$ cat config.mk
export PLATFORM = sky130hd
export DESIGN_NAME = mcfp_quant
export DESIGN_NICKNAME = d
export VERILOG_FILES = /design/src/hdl/mcfp_pkg.sv /design/src/hdl/mcfp_quant.sv
export SDC_FILE = /design/constraint.sdc
export NUM_CORES = 2
export LEC_CHECK = 0
export BUFFER_PORTS_ARGS = -buffer_cell sky130_fd_sc_hd__clkbuf_2
export CAP_MARGIN = 20
export CORE_MARGIN = 1
export CORE_UTILIZATION = 35
export DETAILED_ROUTE_END_ITERATION = 7
export GPL_TIMING_DRIVEN = 0
export PLACE_DENSITY = 0.58
export SKIP_LAST_GASP = 1
export SLEW_MARGIN = 20
export SYNTH_ARGS = -nofsm -noshare
export SYNTH_HDL_FRONTEND = slang
export SYNTH_SLANG_ARGS = --single-unit
$ cat constraint.sdc
create_clock -name clk -period 8.1 [get_ports clk]
set_input_delay 1.215 -clock clk [delete_from_list [all_inputs] [get_ports clk]]
set_output_delay 1.215 -clock clk [all_outputs]
set_load 0.005 [all_outputs]
$ cat src/hdl/mcfp_pkg.sv
// shared types and constants for the motor command frame packer
package mcfp_pkg;

  localparam int POS_CODE_BITS = 16;
  localparam int AUX_CODE_BITS = 12;
  localparam int FRAC_BITS_DEF = 16;
  localparam int GAIN_BITS     = 12;
  localparam int IDENT_BITS    = 11;
  localparam int DATA_W        = 64;
  localparam int ADDR_W        = 6;
  localparam int VAL_W         = 32;

  // register index, taken from paddr[5:3]
  typedef enum logic [2:0] {
    REG_POS_WIN   = 3'd0,
    REG_VEL_WIN   = 3'd1,
    REG_EFF_WIN   = 3'd2,
    REG_POS_SCALE = 3'd3,
    REG_VEL_SCALE = 3'd4,
    REG_EFF_SCALE = 3'd5,
    REG_GAINS     = 3'd6,
    REG_JOINT     = 3'd7
  } reg_idx_t;

  typedef struct packed {
    logic signed [VAL_W-1:0] lo;
    logic signed [VAL_W-1:0] hi;
    logic signed [VAL_W-1:0] mn;
    logic [VAL_W-1:0]        scale;
  } axis_cfg_t;

  typedef struct packed {
    axis_cfg_t             pos;
    axis_cfg_t             vel;
    axis_cfg_t             eff;
    logic [GAIN_BITS-1:0]  kp;
    logic [GAIN_BITS-1:0]  kd;
    logic                  invert;
    logic [IDENT_BITS-1:0] ident;
  } cfg_t;

  // per-stage advance strobes
  typedef struct packed {
    logic s1;
    logic s2;
    logic s3;
    logic s4;
  } stage_en_t;

endpackage

$ cat src/hdl/mcfp_quant.sv
// four-stage invert, clamp, offset, scale and saturate datapath for one axis
module mcfp_quant #(
  parameter int CODE_BITS = mcfp_pkg::AUX_CODE_BITS,
  parameter int FRAC_BITS = mcfp_pkg::FRAC_BITS_DEF
) (
  input  logic                               clk,
  input  mcfp_pkg::stage_en_t                en,
  input  logic                               invert,
  input  mcfp_pkg::axis_cfg_t                acfg,
  input  logic signed [mcfp_pkg::VAL_W-1:0]  cmd,
  output logic [CODE_BITS-1:0]               code
);
  import mcfp_pkg::*;

  localparam int SH = 2 * FRAC_BITS;

  logic signed [VAL_W:0]   cmd_ext, inv_v, lo_ext, hi_ext, raise_v, clamp_v;
  logic signed [VAL_W:0]   diff_v;
  logic signed [VAL_W-1:0] clamp_r;
  logic [VAL_W-1:0]        diff_r;
  logic [2*VAL_W-1:0]      prod_r;
  logic [2*VAL_W-1:0]      shifted;
  logic [CODE_BITS-1:0]    code_r;
  logic                    below_min;

  // stage 1: negate at 33 bits when invert is set, raise to low bound then lower to high bound
  always_comb begin
    cmd_ext = {cmd[VAL_W-1], cmd};
    lo_ext  = {acfg.lo[VAL_W-1], acfg.lo};
    hi_ext  = {acfg.hi[VAL_W-1], acfg.hi};
    inv_v   = invert ? -cmd_ext : cmd_ext;
    raise_v = (inv_v < lo_ext) ? lo_ext : inv_v;
    clamp_v = (raise_v > hi_ext) ? hi_ext : raise_v;
  end

  // stage 2: offset from range minimum, zero at or below it
  always_comb begin
    diff_v    = {clamp_r[VAL_W-1], clamp_r} - {acfg.mn[VAL_W-1], acfg.mn};
    below_min = diff_v[VAL_W] || (diff_v == '0);
  end

  // stage 4: drop fraction bits and saturate
  assign shifted = prod_r >> SH;

  always_ff @(posedge clk) begin
    if (en.s1) clamp_r <= clamp_v[VAL_W-1:0];
    if (en.s2) diff_r  <= below_min ? '0 : diff_v[VAL_W-1:0];
    if (en.s3) prod_r  <= (2*VAL_W)'(diff_r) * (2*VAL_W)'(acfg.scale);
    if (en.s4) code_r  <= (|shifted[2*VAL_W-1:CODE_BITS]) ? '1
                                                           : shifted[CODE_BITS-1:0];
  end

  assign code = code_r;

endmodule

==> results.toml <==
[worst_setup_path]
worstSetupPathType = "flip-flop to flip-flop"
path_common_cell = "fa_1"
r2r_start = "diff_r[2]"
r2r_slack_ns = -0.09
slowest_stage = "clkbuf_1"
cp_top_family = "adder cells"
crit_required_ns = 8.23
critPathLaunch = "diff_r[2]"
crit_arrival_ns = 8.33
worst_setup_path_start_kind = "flip-flop"
endpoint_kind = "flip-flop"
crit_fanout = 10
slowest_delay_ns = 0.86
crit_chain = "clkbuf_1 > nand2_1 > fa_1 > inv_1 > fa_1 > fa_1 > fa_1 > fa_1 > fa_1 > fa_1 > fa_1 > ha_4 > nand2_2 > nor4_4 > nand2_1 > a211oi_4 > nor3_2 > buf_4 > buf_6 > o22ai_4 > a21oi_2 > o21ba_4 > xnor2_2"
critPathBufInv = 4

[sta]
setup_violations = 7
tns_ns = -0.186
setup_slack_ns = -0.0909
finalCriticalPeriod_ns = 8.19
timing.fmax_mhz = 122
slew_violations = 0
min_period_over_period_pct = 101
max-slew-margin-rel_pct = 17.7
rsz0062_at_grt = "true"
final-hold-violation-count = 0
tightest_slew_ns = 1.23
fin_skew_ns = 0.00930

[route]
drtPass1Iterations = 5
route.detailed.wl_per_inst_um = 23.5
drc = 0
vias = 31809
drt_iter0_markers = 2804
wl_um = 145000
ant_nets = 1
vias_per_cell = 5.17

[finish]
layout_common_cells = "974 x inv_1, 878 x fa_1, 589 x and2_1"
final_cells = 6158
syn_to_final_growth_pct = 12.4
fin_nets = 6041
drive_above_1_share_pct = 12.1
layout_commonest_cell = "inv_1"
fin_util_pct = 39.9

[logic_synthesis]
synth_top_family_by_area = "adder cells"
seq_area_frac_synth_pct = 7.96
synth_area_mm2 = 0.0407
synth.area.mux_share_pct = 1.84
ys_ff_latch = 108
synth_fa_ha_area_share_pct = 55.0
avgSynthCellArea_um2 = 9.27
synth_compound_area_share_pct = 5.48
yosys.area_share.xor_xnor_pct = 1.87
ys.flop_type = "edfxtp_1"
syn_nets = 5813
syn_inst = 4393
yosys_warnings = 0
async_reset_ff_share_pct = 0
yosysUniqueCellTypes = 60
synth-edff-count = 108
synth-simple-area-share_pct = 16.7

[global_route]
track_usage_pct = 24.9
antenna_found_initial = 20
grt-ovfl-total = 0
grt_max_degree = 33
grt_pass1_wl_um = 212000
grt_pass1_vias = 32815

[clock_tree]
cts.sink_count = 108
cts_hold_buf = 0
cts_tree = "yes"
numCtsBuffers = 9
clockBufferDepth = 2
htreeDepth = 3
ctsRootBufferMaster = "clkbuf_16"
clkTransAtPathRegs_ns = 0.08
clock_latency_ns = 0.39

[floorplan]
initial_core_util_pct = 35.5
coreArea_mm2 = 0.115
ioPinCount = 178
die_y_um = 343
die_area_mm2 = 0.118
fp-row-count = 124
die_w_um = 343

[placed_design]
place.gp.congestion = 1.03
place_inst = 6085
place_hpwl_um = 122000
port-buffer-count = 177

[run_status]
status = "finished, violations left"
violations = "antenna violations, negative setup slack"

[hold_path]
hold_path_startpoint = "prod_r[34]"
hp-class = "flip-flop to flip-flop"

[flow_run]
maxCapViolations = 0
## Yosys cell counts (8+ instances only)
cell      number  share of area (%)
a211oi_1      15               0.28
a21o_1        55                1.0
a21oi_1      107                1.3
a31oi_1        9               0.14
and2_1       597                9.2
clkbuf_1     221                2.0
edfxtp_1     108                8.0
fa_1         896                 44
ha_1         358                 11
inv_1        981                9.0
mux2_2        62                1.7
nand2_1      515                4.7
nand2b_1       8               0.12
nand3_1       25               0.31
nand4_1       26               0.40
nor2_1        67               0.62
nor2b_1       11               0.17
nor3_1        15               0.18
nor4_1        12               0.18
o21a_1        12               0.22
o21ai_0       76               0.93
o21bai_1      11               0.20
o31ai_1       10               0.18
or3_1         16               0.25
xnor2_1       64                1.4
xor2_1        23               0.49
## state kept, by name, summed over array words and instances, names as in the netlist
signal   cells
code        12
prod_r      32
diff_r      32
clamp_r     32
## worst register-to-register path, cell delays in order, from the launching register on
cell      delay (ns)
edfxtp_1        0.58
clkbuf_1        0.87
nand2_1         0.20
fa_1            0.46
inv_1           0.16
fa_1            0.52
fa_1            0.53
fa_1            0.43
fa_1            0.56
fa_1            0.44
fa_1            0.51
fa_1            0.46
ha_4            0.34
nand2_2         0.11
nor4_4          0.30
nand2_1         0.16
a211oi_4        0.25
nor3_2          0.05
buf_4           0.17
buf_6           0.13
o22ai_4         0.26
a21oi_2         0.12
o21ba_4         0.21
xnor2_2         0.12
## worst paths after layout
check / end / cells after the start
hold reg to reg: code[2] / 1
setup / recovery: prod_r[49] / 23
hold / removal: code[2] / 1
setup reg to reg: prod_r[49] / 23
## per-stage QoR
stage	setup slack, ns	instance area, um^2	hold slack [ns]
final	-0.0909	45800	0.503
after global routing	-0.245	45800	0.527
after CTS	-0.117	45100	0.514
after detailed placement	-2.46	43600	0.495
after global placement	-3.41	43500	0.496
after floorplan	0.0774	40700	0.482
## metal layers
metal	GRT usage, %	share of wire (%)	vias up
li1	-	-	13704
met5	0	0.038	-
met2	39.2	46	1412
met4	14.2	6.5	8
met1	32.7	39	16375
met3	3.81	8.8	310
## logic make-up after synthesis
| logic type | count (synthesis) |
|---|---|
| XOR/XNOR | 87 |
| AO/OA/AOI/OAI | 350 |
| multiplexers | 66 |
| AND/OR/NAND/NOR | 1323 |
| flip-flops | 108 |
| adder cells (fa/ha/maj) | 1254 |
| buffers and inverters | 1205 |
## area by class of cell
type / count / area [um^2]
multi-input combinational: 3080 / 33700
sequential: 108 / 3240
timing repair buffer: 220 / 1400
fill: 11568 / 69000
tap: 1512 / 1890
inverter: 981 / 3680
clock inverter: 7 / 66.3
clock buffer: 9 / 225
buffer: 221 / 1570
antenna: 20 / 50.0
## what timing repair did
action,4_1_cts,5_1_grt
resized for setup,312,242
setup buffers,24,17
gates cloned,0,0
pin swaps,37,72
setup endpoints to repair,62,57
Power is not shown: default switching activity piles up to over one toggle a cycle in this logic, so the estimate is an artifact.
