## src/hdl/mcfp_pkg.sv

```systemverilog
// shared types and constants for the motor command frame packer
package mcfp_pkg;

  localparam int POS_CODE_BITS = 16;
  localparam int AUX_CODE_BITS = 12;
  localparam int FRAC_BITS_DEF = 16;
  localparam int GAIN_BITS     = 12;
  localparam int IDENT_BITS    = 11;
  localparam int DATA_W        = 64;
  localparam int ADDR_W        = 6;
  localparam int VAL_W         = 32;

  // register index, taken from paddr[5:3]
  typedef enum logic [2:0] {
    REG_POS_WIN   = 3'd0,
    REG_VEL_WIN   = 3'd1,
    REG_EFF_WIN   = 3'd2,
    REG_POS_SCALE = 3'd3,
    REG_VEL_SCALE = 3'd4,
    REG_EFF_SCALE = 3'd5,
    REG_GAINS     = 3'd6,
    REG_JOINT     = 3'd7
  } reg_idx_t;

  typedef struct packed {
    logic signed [VAL_W-1:0] lo;
    logic signed [VAL_W-1:0] hi;
    logic signed [VAL_W-1:0] mn;
    logic [VAL_W-1:0]        scale;
  } axis_cfg_t;

  typedef struct packed {
    axis_cfg_t             pos;
    axis_cfg_t             vel;
    axis_cfg_t             eff;
    logic [GAIN_BITS-1:0]  kp;
    logic [GAIN_BITS-1:0]  kd;
    logic                  invert;
    logic [IDENT_BITS-1:0] ident;
  } cfg_t;

  // per-stage advance strobes
  typedef struct packed {
    logic s1;
    logic s2;
    logic s3;
    logic s4;
  } stage_en_t;

endpackage

```

## src/hdl/mcfp_regs.sv

```systemverilog
// apb configuration registers of the frame packer
module mcfp_regs (
  input  logic                          clk,
  input  logic                          rst_n,
  input  logic                          psel,
  input  logic                          penable,
  input  logic                          pwrite,
  input  logic [mcfp_pkg::ADDR_W-1:0]   paddr,
  input  logic [mcfp_pkg::DATA_W-1:0]   pwdata,
  output logic [mcfp_pkg::DATA_W-1:0]   prdata,
  output logic                          pready,
  output mcfp_pkg::cfg_t                cfg
);
  import mcfp_pkg::*;

  logic [DATA_W-1:0]      pos_win_r, vel_win_r, eff_win_r;
  logic [DATA_W-1:0]      pos_scl_r, vel_scl_r, eff_scl_r;
  logic [2*GAIN_BITS-1:0] gains_r;
  logic [IDENT_BITS:0]    joint_r;
  reg_idx_t               idx;
  logic                   wr_en;

  assign idx    = reg_idx_t'(paddr[ADDR_W-1:3]);
  assign wr_en  = psel && penable && pwrite && pready;
  assign pready = 1'b1;

  always_ff @(posedge clk) begin
    if (!rst_n) begin
      pos_win_r <= '0;
      vel_win_r <= '0;
      eff_win_r <= '0;
      pos_scl_r <= '0;
      vel_scl_r <= '0;
      eff_scl_r <= '0;
      gains_r   <= '0;
      joint_r   <= '0;
    end else if (wr_en) begin
      case (idx)
        REG_POS_WIN:   pos_win_r <= pwdata;
        REG_VEL_WIN:   vel_win_r <= pwdata;
        REG_EFF_WIN:   eff_win_r <= pwdata;
        REG_POS_SCALE: pos_scl_r <= pwdata;
        REG_VEL_SCALE: vel_scl_r <= pwdata;
        REG_EFF_SCALE: eff_scl_r <= pwdata;
        REG_GAINS:     gains_r   <= pwdata[2*GAIN_BITS-1:0];
        REG_JOINT:     joint_r   <= pwdata[IDENT_BITS:0];
        default: ;
      endcase
    end
  end

  always_comb begin
    case (idx)
      REG_POS_WIN:   prdata = pos_win_r;
      REG_VEL_WIN:   prdata = vel_win_r;
      REG_EFF_WIN:   prdata = eff_win_r;
      REG_POS_SCALE: prdata = pos_scl_r;
      REG_VEL_SCALE: prdata = vel_scl_r;
      REG_EFF_SCALE: prdata = eff_scl_r;
      REG_GAINS:     prdata = {{(DATA_W-2*GAIN_BITS){1'b0}}, gains_r};
      REG_JOINT:     prdata = {{(DATA_W-IDENT_BITS-1){1'b0}}, joint_r};
      default:       prdata = '0;
    endcase
  end

  // window: low in upper word, high in lower; scaling: minimum upper, scale lower
  always_comb begin
    cfg.pos.lo    = $signed(pos_win_r[63:32]);
    cfg.pos.hi    = $signed(pos_win_r[31:0]);
    cfg.pos.mn    = $signed(pos_scl_r[63:32]);
    cfg.pos.scale = pos_scl_r[31:0];
    cfg.vel.lo    = $signed(vel_win_r[63:32]);
    cfg.vel.hi    = $signed(vel_win_r[31:0]);
    cfg.vel.mn    = $signed(vel_scl_r[63:32]);
    cfg.vel.scale = vel_scl_r[31:0];
    cfg.eff.lo    = $signed(eff_win_r[63:32]);
    cfg.eff.hi    = $signed(eff_win_r[31:0]);
    cfg.eff.mn    = $signed(eff_scl_r[63:32]);
    cfg.eff.scale = eff_scl_r[31:0];
    cfg.kp        = gains_r[2*GAIN_BITS-1:GAIN_BITS];
    cfg.kd        = gains_r[GAIN_BITS-1:0];
    cfg.invert    = joint_r[IDENT_BITS];
    cfg.ident     = joint_r[IDENT_BITS-1:0];
  end

endmodule

```

## config.mk

```make
export PLATFORM = sky130hd
export DESIGN_NAME = mcfp_regs
export DESIGN_NICKNAME = d
export VERILOG_FILES = /design/src/hdl/mcfp_pkg.sv /design/src/hdl/mcfp_regs.sv
export SDC_FILE = /design/constraint.sdc
export NUM_CORES = 1
export LEC_CHECK = 0
export BUFFER_PORTS_ARGS = -buffer_cell sky130_fd_sc_hd__clkbuf_2
export CAP_MARGIN = 10
export CORE_MARGIN = 5
export CORE_UTILIZATION = 35
export DETAILED_ROUTE_END_ITERATION = 8
export PLACE_DENSITY = 0.64
export REMOVE_ABC_BUFFERS = 1
export SLEW_MARGIN = 40
export SYNTH_ARGS = -nofsm -noshare
export SYNTH_HDL_FRONTEND = slang
export SYNTH_SLANG_ARGS = --single-unit
```

## constraint.sdc

```tcl
create_clock -name clk -period 2.1 [get_ports clk]
set_clock_uncertainty 0.1 [all_clocks]
set_input_delay 0.105 -clock clk [delete_from_list [all_inputs] [get_ports clk]]
set_output_delay 0.105 -clock clk [all_outputs]
set_load 0.005 [all_outputs]
```

==> impl_metrics.tcl <==
set metrics [dict create \
    status "complete, but fails checks" \
    violations "negative setup slack" \
    cts_root_buffer "clkbuf_16" \
    gr-usage-met1_pct 31.4 \
    drc 0 \
    yosysSeqAreaShare_pct 44.2 \
    diodes 0 \
    holdCritPathClass "input port to flip-flop" \
    dr.first_iter.drc_count 1756 \
    cp_slowest_cell "a222oi_1" \
    min_to "eff_win_r[51]" \
    cts_buffer_depth 3 \
    setup_slack_ps -46.3 \
    pin_count 560 \
    synth_cell_types 43 \
    r2r_cells 2 \
    r2r_slack_ps 1170 \
    core_area_um2 53800 \
    cts_sinks 420 \
    place.gp.congestion 0.859 \
    async_reset_ff_share_pct 0 \
    fin_crit_ps 2150 \
    grt_max_degree 94 \
    slew_viol_final 0 \
    top_usage_layer "met2" \
    ys_ff_latch 420 \
    antenna_found_initial 0 \
    synth_edf_count 0 \
    htreeDepth 2 \
    ff_latch_area_um2 8410 \
    ys.flop_type "dfxtp_1" \
    fill_cells 5147 \
    leakage_uw 0.0102 \
    period_share_pct 102 \
    grt_usage_pct 25.9 \
    crit_fanout 2 \
    vias 19753 \
    worstMarginPinSlew_ps 692 \
    start_util_pct 35.3 \
    path_cells "nand2b_4 -> a22o_1 -> a222oi_1 -> nor2_1 -> clkbuf_2" \
    arrival_ps 1940 \
    fp.dieH_um 243 \
    worst_ir_drop_vdd_uv 609 \
    wl_per_cell_um 22.2 \
    rows 85 \
    drv_cap 0 \
    cts_made_buffers 48 \
    multi_input_area_um2 9680 \
    hold_start "paddr[3]" \
    worstSetupPathType "flip-flop to output pin" \
    grt_util_met3_pct 7.59 \
    drive_gt1_share_pct 26.0 \
    die-area_um2 59100 \
    hold_violations 0 \
    final_nets 2977 \
    syn_area_per_cell_um2 8.05 \
    routed_wl_mm 80.6 \
    grt_pass1_wl_mm 121 \
    cts_tree "done" \
    cpPeakStageDelay_ps 440 \
    max_freq_mhz 466 \
    min_path_cells 5 \
    clk_pin_slew_worst_paths_ps 60 \
    startpoint_type "flip-flop" \
    dp_hpwl_mm 53.6 \
    netlist_instances 2362 \
    drtPass1Iterations 8 \
    grt_use_met2_pct 43.6 \
    cp-end-kind "output pin" \
    die_x_um 243 \
    grt_pass1_vias 19447 \
    synth_area_um2 19000 \
    setup-violations-final 1 \
    ant_nets 0 \
    max_slew_margin_pct 53.7 \
    syn2layout_area_growth_pct 32.1 \
    rr_endpoint "joint_r[0]" \
    grt_overflow 0 \
    insertion_delay_ps 560 \
    r2r_start "joint_r[0]" \
    synth_warnings 0 \
    holdWs_ps 109 \
    worstPathRequired_ps 1890 \
    p_per_area_nw_per_um2 715 \
    io_buffers 555 \
    rsz0062_at_grt "yes" \
    utilization_pct 46.6 \
    vias_per_cell 5.44 \
]
[cell usage after synthesis (10+ instances only)]
cell type / instances / share of area (%)
a21boi_0: 258 / 10
a21boi_1: 162 / 6.4
a21oi_1: 12 / 0.32
a221oi_1: 23 / 1.1
a222oi_1: 29 / 1.5
a22o_1: 62 / 2.9
buf_2: 87 / 2.3
buf_4: 15 / 0.59
clkbuf_1: 98 / 1.9
dfxtp_1: 420 / 44
inv_1: 12 / 0.24
mux2_2: 14 / 0.83
mux2i_1: 47 / 2.5
nand2_1: 846 / 17
nand2b_1: 40 / 1.3
nor2_1: 113 / 2.2
o21ai_0: 32 / 0.84
o2bb2ai_1: 10 / 0.46
[power breakdown]
part	internal (uW)	leakage, uW	total (uW)	switching, uW
Combinational	633	0.00606	1540	905
Clock	4940	0.000764	8340	3400
Sequential	8030	0.00339	8080	53.3
[cells in the final DEF, fill, tap and decap left out, types with 4 or more instances in the layout]
cell type and instances:
a21boi_1 162, dfxtp_1 415, clkbuf_16 49, dlygate4sd3_1 65, clkbuf_1 11, nor2_1 110, buf_12 39, clkinv_2 6
o21ai_0 32, or2_4 4, a21oi_1 12, mux2i_1 46, o221a_2 7, a221oi_1 21, buf_4 42, o2111a_1 7
inv_1 10, clkbuf_2 551, nand2b_1 37, a22o_1 62, a22oi_1 4, nor3_1 8, nand2_1 846, clkbuf_8 12
mux2_2 14, a222oi_1 29, nand3_1 4, a21boi_0 258, nor2_4 5, o2bb2ai_1 10, a221o_1 6, dfxtp_2 5
[flip-flops by register name (all words and copies together) (netlist names)]
signal / count
pos_win_r: 64
vel_win_r: 64
eff_scl_r: 64
vel_scl_r: 64
joint_r: 12
gains_r: 24
pos_scl_r: 64
eff_win_r: 64
[routing by layer]
metal  wire length [um]  part of all wire [%]
met4               3030                   3.8
met3               8240                    10
met2              37800                    47
met1              31500                    39
met5                  0                     0
[area by class of cell]
cell class | instances | area share, %
multi-input cells | 1719 | 38.6
flip-flops and latches | 420 | 33.5
repair buffers | 700 | 18.1
clock buffers | 72 | 5.71
well taps | 696 | 3.47
clock inverters | 12 | 0.488
inverters | 13 | 0.194
[cells by family (layout without fill, tap and decap cells)]
logic type,Yosys count,count (layout),synth area share (%)
simple gates,1032,1032,21.6
compound gates,625,625,25.5
flops,420,420,44.2
buf+inv,223,797,5.35
mux,61,61,3.30
other cells,1,1,0.0197
[through the flow]
step	area (um^2)	setup TNS [ps]	total power (uW)	setup WS (ps)	cells
CTS	25100	-48.0	18100	-43.9	3632
global placement	22800	-143	9650	-40.3	3481
floorplan	18000	-46240	8750	-1090	2152
detailed placement	22800	0	9670	56.0	3481
finish	25100	-46.3	18000	-46.3	3632
global route	25100	-146	18500	-94.7	3632
[worst max-delay path: cells and delay by family (launching register included)]
| kind | cells | cell delay (ps) |
|---|---|---|
| and+or+nand+nor | 2 | 280 |
| DFF | 1 | 320 |
| buffers and inverters | 1 | 150 |
| AOI/OAI and AO/OA | 2 | 620 |
[what timing repair did]
item                                    CTS  global route
endpoints found under the setup margin    3             7
hold buffers                             65             0
pin swaps                                 6             5
buffers inserted                          2             0
resized for setup                         4             8
endpoints found under the hold margin   420             0
[worst max-delay path by stage]
stage	startpoint	end	slack [ps]
after floorplan	paddr[5]	prdata[14]	-1090
after global placement	paddr[5]	prdata[9]	-40
after detailed placement	paddr[5]	prdata[6]	60
after CTS	vel_win_r[36]	prdata[36]	-40
after global routing	vel_win_r[36]	prdata[36]	-90
final	vel_win_r[36]	prdata[36]	-50
Power figures use the tool's default switching activity.
